**config.mk**
```make
export PLATFORM = sky130hd
export DESIGN_NAME = sha256_byte_stream_hasher_unit
export DESIGN_NICKNAME = d
export VERILOG_FILES = /design/src/hw/rtl/sha256_pkg.sv /design/src/hw/rtl/sha256_front.sv /design/src/hw/rtl/sha256_back.sv /design/src/hw/rtl/sha256_byte_stream_hasher_unit.sv
export SDC_FILE = /design/constraint.sdc
export NUM_CORES = 2
export LEC_CHECK = 0
export BUFFER_PORTS_ARGS = -buffer_cell sky130_fd_sc_hd__buf_2
export CORE_MARGIN = 5
export CORE_UTILIZATION = 55
export CTS_BUF_LIST = sky130_fd_sc_hd__clkbuf_16
export CTS_CLUSTER_DIAMETER = 80
export DETAILED_ROUTE_END_ITERATION = 8
export HOLD_SLACK_MARGIN = 0.05
export PLACE_DENSITY = 0.68
export SLEW_MARGIN = 20
export SYNTH_ARGS = -nofsm -noshare
export SYNTH_HDL_FRONTEND = slang
export SYNTH_SLANG_ARGS = --single-unit
```
**constraint.sdc**
```tcl
create_clock -name clk -period 20.6 [get_ports clk]
set_clock_uncertainty 0.1 [all_clocks]
set_input_delay 1.03 -clock clk [delete_from_list [all_inputs] [get_ports clk]]
set_output_delay 1.03 -clock clk [all_outputs]
set_load 0.03 [all_outputs]
```
**src/hw/rtl/sha256_pkg.sv**
```systemverilog
// Shared types, constants and round functions for the SHA-256 hasher.
`timescale 1ns / 1ps
package sha256_pkg;

    localparam logic [1:0] CMD_APPEND = 2'd0;
    localparam logic [1:0] CMD_APPEND_FINISH = 2'd1;
    localparam logic [1:0] CMD_FINISH = 2'd2;

    typedef struct packed {
        logic       has_byte;
        logic       finish;
        logic [7:0] data_byte;
    } sha_req_t;

    typedef logic [31:0] word_t;

    localparam word_t INIT_H [8] = '{
        32'h6a09e667, 32'hbb67ae85, 32'h3c6ef372, 32'ha54ff53a,
        32'h510e527f, 32'h9b05688c, 32'h1f83d9ab, 32'h5be0cd19};

    localparam word_t ROUND_K [64] = '{
        32'h428a2f98, 32'h71374491, 32'hb5c0fbcf, 32'he9b5dba5,
        32'h3956c25b, 32'h59f111f1, 32'h923f82a4, 32'hab1c5ed5,
        32'hd807aa98, 32'h12835b01, 32'h243185be, 32'h550c7dc3,
        32'h72be5d74, 32'h80deb1fe, 32'h9bdc06a7, 32'hc19bf174,
        32'he49b69c1, 32'hefbe4786, 32'h0fc19dc6, 32'h240ca1cc,
        32'h2de92c6f, 32'h4a7484aa, 32'h5cb0a9dc, 32'h76f988da,
        32'h983e5152, 32'ha831c66d, 32'hb00327c8, 32'hbf597fc7,
        32'hc6e00bf3, 32'hd5a79147, 32'h06ca6351, 32'h14292967,
        32'h27b70a85, 32'h2e1b2138, 32'h4d2c6dfc, 32'h53380d13,
        32'h650a7354, 32'h766a0abb, 32'h81c2c92e, 32'h92722c85,
        32'ha2bfe8a1, 32'ha81a664b, 32'hc24b8b70, 32'hc76c51a3,
        32'hd192e819, 32'hd6990624, 32'hf40e3585, 32'h106aa070,
        32'h19a4c116, 32'h1e376c08, 32'h2748774c, 32'h34b0bcb5,
        32'h391c0cb3, 32'h4ed8aa4a, 32'h5b9cca4f, 32'h682e6ff3,
        32'h748f82ee, 32'h78a5636f, 32'h84c87814, 32'h8cc70208,
        32'h90befffa, 32'ha4506ceb, 32'hbef9a3f7, 32'hc67178f2};

    localparam logic [7:0] PAD_BYTE = 8'h80;
    localparam logic [5:0] LEN_OFFSET = 6'd56;

    function automatic word_t rotr(input word_t x, input int n);
        rotr = (x >> n) | (x << (32 - n));
    endfunction

endpackage

```
**src/hw/rtl/sha256_front.sv**
```systemverilog
// Front end: classify incoming requests and hold them in a two-entry queue.
`timescale 1ns / 1ps
module sha256_front
(
    input  logic                  clk,
    input  logic                  rst_n,
    input  logic                  in_valid,
    output logic                  in_ready,
    input  logic [1:0]            command,
    input  logic [7:0]            data_byte,
    output logic                  q_valid,
    input  logic                  q_take,
    output sha256_pkg::sha_req_t  q_req
);
    import sha256_pkg::*;

    sha_req_t  slot_reg [2];
    logic      wr_ptr_reg, rd_ptr_reg;
    logic [1:0] count_reg;
    logic      push, pop;
    sha_req_t  req_in;

    assign in_ready = (count_reg != 2'd2);
    assign q_valid  = (count_reg != 2'd0);
    assign q_req    = slot_reg[rd_ptr_reg];

    always_comb
    begin
        req_in.has_byte  = (command == CMD_APPEND) || (command == CMD_APPEND_FINISH);
        req_in.finish    = (command == CMD_APPEND_FINISH) || (command == CMD_FINISH);
        req_in.data_byte = data_byte;
    end

    // drop the unused command at the door
    assign push = in_valid && in_ready && (req_in.has_byte || req_in.finish);
    assign pop  = q_take && q_valid;

    always_ff @(posedge clk)
    begin
        if (push)
        begin
            slot_reg[wr_ptr_reg] <= req_in;
        end
    end

    always_ff @(posedge clk or negedge rst_n)
    begin
        if (!rst_n)
        begin
            wr_ptr_reg <= 1'b0;
            rd_ptr_reg <= 1'b0;
            count_reg  <= 2'd0;
        end
        else
        begin
            if (push) wr_ptr_reg <= ~wr_ptr_reg;
            if (pop)  rd_ptr_reg <= ~rd_ptr_reg;
            count_reg <= count_reg + {1'b0, push} - {1'b0, pop};
        end
    end
endmodule

```
**src/hw/rtl/sha256_back.sv**
```systemverilog
// Back end: block buffer, padding sequencer, round engine and digest output.
`timescale 1ns / 1ps
module sha256_back
(
    input  logic                  clk,
    input  logic                  rst_n,
    input  logic                  q_valid,
    output logic                  q_take,
    input  sha256_pkg::sha_req_t  q_req,
    output logic                  out_valid,
    input  logic                  out_ready,
    output logic [31:0]           digest_word,
    output logic [2:0]            word_index,
    output logic                  last_word
);
    import sha256_pkg::*;

    localparam logic [2:0] ST_IDLE  = 3'd0;
    localparam logic [2:0] ST_PAD   = 3'd1;
    localparam logic [2:0] ST_ROUND = 3'd2;
    localparam logic [2:0] ST_ADD   = 3'd3;
    localparam logic [2:0] ST_OUT   = 3'd4;

    logic [2:0]  state_reg, state_next;
    word_t       h_reg [8];
    word_t       v_reg [8];
    word_t       w_reg [16];
    logic [5:0]  fill_reg;
    logic [60:0] count_reg;
    logic [5:0]  round_reg;
    logic        finishing_reg;
    logic [63:0] bits_reg;
    logic [2:0]  oidx_reg;
    logic        ovalid_reg;
    // pad_lead_reg: the 0x80 byte has gone in
    // len_block_reg: the current block carries the length field
    // pad_done_reg: the length field has gone into the last block
    logic        pad_lead_reg;
    logic        len_block_reg;
    logic        pad_done_reg;

    logic        push;
    logic [7:0]  push_byte;
    logic [7:0]  pad_byte;
    word_t       wr, w_new, t1, t2, s0, s1, e1, e0;
    logic [5:0]  fill_inc;

    assign q_take = (state_reg == ST_IDLE);
    assign fill_inc = fill_reg + 6'd1;

    // padding byte for the current fill position
    always_comb
    begin
        if (!pad_lead_reg)
            pad_byte = PAD_BYTE;
        else if (len_block_reg && fill_reg >= LEN_OFFSET)
            pad_byte = bits_reg[8 * (7 - fill_reg[2:0]) +: 8];
        else
            pad_byte = 8'h00;
    end

    always_comb
    begin
        s1 = rotr(w_reg[14], 17) ^ rotr(w_reg[14], 19) ^ (w_reg[14] >> 10);
        s0 = rotr(w_reg[1], 7) ^ rotr(w_reg[1], 18) ^ (w_reg[1] >> 3);
        w_new = s1 + w_reg[9] + s0 + w_reg[0];
        wr = w_reg[0];
        e1 = rotr(v_reg[4], 6) ^ rotr(v_reg[4], 11) ^ rotr(v_reg[4], 25);
        e0 = rotr(v_reg[0], 2) ^ rotr(v_reg[0], 13) ^ rotr(v_reg[0], 22);
        t1 = v_reg[7] + e1 + ((v_reg[4] & v_reg[5]) ^ (~v_reg[4] & v_reg[6]))
           + ROUND_K[round_reg] + wr;
        t2 = e0 + ((v_reg[0] & v_reg[1]) ^ (v_reg[0] & v_reg[2])
           ^ (v_reg[1] & v_reg[2]));
    end

    always_comb
    begin
        push = 1'b0;
        push_byte = q_req.data_byte;
        state_next = state_reg;
        unique case (state_reg)
            ST_IDLE:
            begin
                if (q_valid)
                begin
                    push = q_req.has_byte;
                    if (q_req.has_byte && fill_inc == 6'd0)
                        state_next = ST_ROUND;
                    else if (q_req.finish)
                        state_next = ST_PAD;
                end
            end
            ST_PAD:
            begin
                push = 1'b1;
                push_byte = pad_byte;
                if (fill_inc == 6'd0)
                    state_next = ST_ROUND;
            end
            ST_ROUND:
            begin
                if (round_reg == 6'd63)
                    state_next = ST_ADD;
            end
            ST_ADD:
            begin
                if (finishing_reg && pad_done_reg)
                    state_next = ST_OUT;
                else if (finishing_reg)
                    state_next = ST_PAD;
                else
                    state_next = ST_IDLE;
            end
            ST_OUT:
            begin
                if (out_ready && ovalid_reg && oidx_reg == 3'd7)
                    state_next = ST_IDLE;
            end
            default: state_next = ST_IDLE;
        endcase
    end

    always_ff @(posedge clk)
    begin
        if (push)
        begin
            w_reg[fill_reg[5:2]][8 * (3 - fill_reg[1:0]) +: 8] <= push_byte;
        end
        if (state_reg == ST_ROUND)
        begin
            for (int i = 0; i < 15; i++)
                w_reg[i] <= w_reg[i + 1];
            w_reg[15] <= (round_reg < 6'd48) ? w_new : w_reg[0];
            v_reg[7] <= v_reg[6];
            v_reg[6] <= v_reg[5];
            v_reg[5] <= v_reg[4];
            v_reg[4] <= v_reg[3] + t1;
            v_reg[3] <= v_reg[2];
            v_reg[2] <= v_reg[1];
            v_reg[1] <= v_reg[0];
            v_reg[0] <= t1 + t2;
        end
        else
        begin
            for (int i = 0; i < 8; i++)
                v_reg[i] <= h_reg[i];
        end
    end

    always_ff @(posedge clk or negedge rst_n)
    begin
        if (!rst_n)
        begin
            state_reg     <= ST_IDLE;
            for (int i = 0; i < 8; i++)
                h_reg[i] <= INIT_H[i];
            fill_reg      <= 6'd0;
            count_reg     <= '0;
            round_reg     <= 6'd0;
            finishing_reg <= 1'b0;
            bits_reg      <= '0;
            oidx_reg      <= 3'd0;
            ovalid_reg    <= 1'b0;
            pad_lead_reg  <= 1'b0;
            len_block_reg <= 1'b0;
            pad_done_reg  <= 1'b0;
        end
        else
        begin
            state_reg <= state_next;
            if (push)
                fill_reg <= fill_inc;
            if (state_reg == ST_IDLE && q_valid)
            begin
                if (q_req.has_byte)
                    count_reg <= count_reg + 61'd1;
                if (q_req.finish)
                begin
                    finishing_reg <= 1'b1;
                    bits_reg <= {(q_req.has_byte ? count_reg + 61'd1 : count_reg), 3'b000};
                end
            end
            // first pad byte is 0x80, then zeros up to the length field
            if (state_reg == ST_PAD)
            begin
                pad_lead_reg <= 1'b1;
                // the length goes in this block if there is room, else in the next
                if (fill_reg < LEN_OFFSET || fill_inc == 6'd0)
                    len_block_reg <= 1'b1;
                if (len_block_reg && fill_reg == LEN_OFFSET + 6'd7)
                    pad_done_reg <= 1'b1;
            end
            if (state_reg == ST_ROUND)
                round_reg <= round_reg + 6'd1;
            if (state_reg == ST_ADD)
            begin
                for (int i = 0; i < 8; i++)
                    h_reg[i] <= h_reg[i] + v_reg[i];
                if (state_next == ST_OUT)
                begin
                    ovalid_reg <= 1'b1;
                    oidx_reg   <= 3'd0;
                end
            end
            if (state_reg == ST_OUT && ovalid_reg && out_ready)
            begin
                oidx_reg <= oidx_reg + 3'd1;
                if (oidx_reg == 3'd7)
                begin
                    ovalid_reg    <= 1'b0;
                    finishing_reg <= 1'b0;
                    pad_lead_reg  <= 1'b0;
                    len_block_reg <= 1'b0;
                    pad_done_reg  <= 1'b0;
                    count_reg     <= '0;
                    fill_reg      <= 6'd0;
                    for (int i = 0; i < 8; i++)
                        h_reg[i] <= INIT_H[i];
                end
            end
        end
    end

    assign out_valid   = ovalid_reg;
    assign digest_word = h_reg[oidx_reg];
    assign word_index  = oidx_reg;
    assign last_word   = (oidx_reg == 3'd7);
endmodule

```
**src/hw/rtl/sha256_byte_stream_hasher_unit.sv**
```systemverilog
// Top level of the SHA-256 byte-stream hasher.
// A byte is absorbed as the back end takes it; a full block then runs the round engine.
// A finishing request pads one byte a cycle, compresses once or twice, then streams
// eight digest words, one per accepted cycle. The back end, with its single round engine,
// takes no new request while it compresses, pads or streams; the two-entry queue holds them. Reset loads
// the initial hash values and empties the request queue; the block buffer is not cleared.
`timescale 1ns / 1ps
module sha256_byte_stream_hasher_unit
(
    input  logic        clk,
    input  logic        rst_n,
    input  logic        s_tvalid,
    output logic        s_tready,
    input  logic [7:0]  s_tdata,   // data_byte[7:0]
    input  logic [1:0]  s_tuser,   // command[1:0]
    output logic        m_tvalid,
    input  logic        m_tready,
    output logic [39:0] m_tdata,   // digest_word[31:0], word_index[34:32], zeros
    output logic        m_tlast    // last_word
);
    import sha256_pkg::*;

    logic     q_valid, q_take;
    sha_req_t q_req;
    logic [31:0] digest_word;
    logic [2:0]  word_index;

    // classify and queue requests
    sha256_front u_front
    (
        .clk       (clk),
        .rst_n     (rst_n),
        .in_valid  (s_tvalid),
        .in_ready  (s_tready),
        .command   (s_tuser),
        .data_byte (s_tdata),
        .q_valid   (q_valid),
        .q_take    (q_take),
        .q_req     (q_req)
    );

    // absorb, pad, compress and emit
    sha256_back u_back
    (
        .clk         (clk),
        .rst_n       (rst_n),
        .q_valid     (q_valid),
        .q_take      (q_take),
        .q_req       (q_req),
        .out_valid   (m_tvalid),
        .out_ready   (m_tready),
        .digest_word (digest_word),
        .word_index  (word_index),
        .last_word   (m_tlast)
    );

    assign m_tdata = {5'd0, word_index, digest_word};
endmodule

```
==> metrics.txt <==
starting density of the core 55.4%; WS Path Type reg2reg; Die Wd 382 um; Period minus WS final 11.23 ns; crit path max fanout 16; worst rel slew slack 17.0%; routed vias 60,100; CTS Hold Bufs 0; Total Wirelength 246 mm; # nets final 8,323; Post-CTS Setup Inserts 0; cell taking the most area after synthesis edfxtp_1; post-synthesis sequential area ratio 41.2%; top_reg_cell synth edfxtp_1; HP Class in2async; core area 0.138 mm^2; top-area cell type share of the netlist area 21.0%; clock transition at the registers of the reported paths 0.06 ns; Yosys cell types 102; Critical Path End Type flop; part of the cycle the worst path needs 54.5%; post-synthesis register bit count 1,193; Top-Level Pins 57; Syn Std Cell Area 0.0762 mm^2; final hold vios 0; setup TNS 0 ns; Post-synth EDFFs 532; Root Driver clkbuf_16; post-route ant nets 0; worst endpoint data arrival time 11.81 ns; GRT Overall Usage 33.1%; Vias/cell 6.25; max reg flops 512; FILL cells 11,600; CP max stage delay 0.80 ns; clock tree buffer depth 3; RD Place Congestion 0.990; CTS buffer count 141; CTS tree built; CTS resizes 0; vias in the first global route 57,400; top cells by area, synth edfxtp_1 (21%), dfrtp_1 (8.8%), dfxtp_1 (6.7%); drt first-iter violations 6,498; Remaining Overflow, GRT 0; Max Fclk 0.0891 GHz; H-tree depth 4; Ys Warns 0; CP Buf/Inv Count 3; TritonRoute pass-1 iters 6; Slew @ Worst Pin 1.25 ns; CTS Sinks 1,193; RSZ-0062 raised after global routing false; Chip Height 382 um; Synth-to-Final Area Change 8.57%; Top delay family on crit path adder cells; post-synthesis area per instance 9.70 um^2; most frequent cell after synthesis nand2_1; row cnt 136; first-pass GRT wire length 369 mm; status finished, final reports clean; post-synthesis async set-or-reset flop share 33.9%; DR DRC count 0; Die Area 0.146 mm^2; clock latency on the worst-skew pair 0.80 ns; max-slew violation count 0; slowest CP cell dfrtp_1; Mapped Cells 7,854; largest net degree at the start of global routing 238; CP most frequent cell fa_1; Final HPWL DP 180 mm; initial antenna violation count 11; Critical Path Start Type flop; wire per inst 25.6 um; # setup viols final 0; Critical Path RT 21.18 ns; ratio of cells with drive above 1 in the final layout 9.17%; I/O Buffers 51; most frequent cells after synthesis nand2_1 (1,176), a21o_1 (664), a21oi_1 (606); max-cap violations 0
[placed cells by master, fill, tap and decap left out, types with 261 or more instances in the layout]
cell type,instances
o21ai_0,389
ha_1,406
a21o_1,664
a21oi_1,606
dfrtp_1,262
xnor2_1,425
nor2_1,422
xor2_1,261
nand2_1,1175
edfxtp_1,532
inv_1,323
[per-stage QoR]
stage	worst slack, ns	instances	hold WS [ns]	cell area, um^2	util [%]
2_1_floorplan	11.51	7858	0.331	76200	-
3_3_place_gp	9.68	9359	0.348	78000	56.6
3_5_place_dp	9.49	9359	0.360	78000	56.7
4_1_cts	9.51	9622	0.182	82700	60.1
5_1_grt	8.76	9622	0.174	82700	60.1
6_report	9.37	9623	0.142	82700	60.1
[worst reg2reg max path: cells and delay by family, from the launching register on]
family,cells,cell delay (ns)
simple gates,8,1.42
flops,1,0.80
xor+xnor,3,0.62
buf+inv,3,0.93
fa+ha+maj,8,3.83
compound gates,13,3.20
mux,1,0.27
[layout make-up]
type                    instances  area [um^2]  area share, %
clock buffers                 142         3550           4.29
multi-input cells            5898        42000           50.7
inverters                     302         1130           1.37
repair buffers                172         1250           1.51
well taps                    1794         2240           2.71
flip-flops and latches       1193        31400           38.0
diodes                          1         2.50        0.00302
clock inverters               121         1180           1.43
[per-layer routing]
metal / GRT usage [%] / vias up / routed length [um]
met5: 0 / - / 26
met4: 11.9 / 4 / 9950
met3: 6.83 / 439 / 22300
met2: 49.4 / 2534 / 106000
met1: 48.1 / 29800 / 108000
li1: - / 27400 / -
[kinds of logic (layout without fill, tap and decap cells)]
| kind of cell | Yosys count | after routing | share of synthesized area, % |
|---|---|---|---|
| adder cells (fa/ha/maj) | 625 | 625 | 12.1 |
| buffers and inverters | 767 | 737 | 3.84 |
| AND/OR/NAND/NOR | 2194 | 2194 | 12.6 |
| multiplexers | 182 | 182 | 3.80 |
| other | 1 | 6 | 0.00492 |
| AO/OA/AOI/OAI | 2205 | 2205 | 18.5 |
| flip-flops | 1193 | 1193 | 41.2 |
| XOR/XNOR | 687 | 687 | 7.91 |
[path summary, 6_finish.rpt]
kind / start / to / slack [ns] / depth (start not counted)
worst max-delay path: u_back.round_reg[1] / u_back.v_reg[0][31] / 9.37 / 36
worst min-delay path: rst_n / u_back.h_reg[197] / 0.14 / 1
worst max register to register: u_back.round_reg[1] / u_back.v_reg[0][31] / 9.37 / 36
worst min register to register: u_back.v_reg[5][21] / u_back.v_reg[6][21] / 0.35 / 2
max in group asynchronous: rst_n / u_back.count_reg[11] / 17.11 / 4
min in group clk: s_tdata[6] / u_front.slot_reg[1][6] / 0.32 / 1
Power is left out: the tool's default activity adds up to more than one toggle a clock period on the data nets, which glitch-free logic cannot reach.
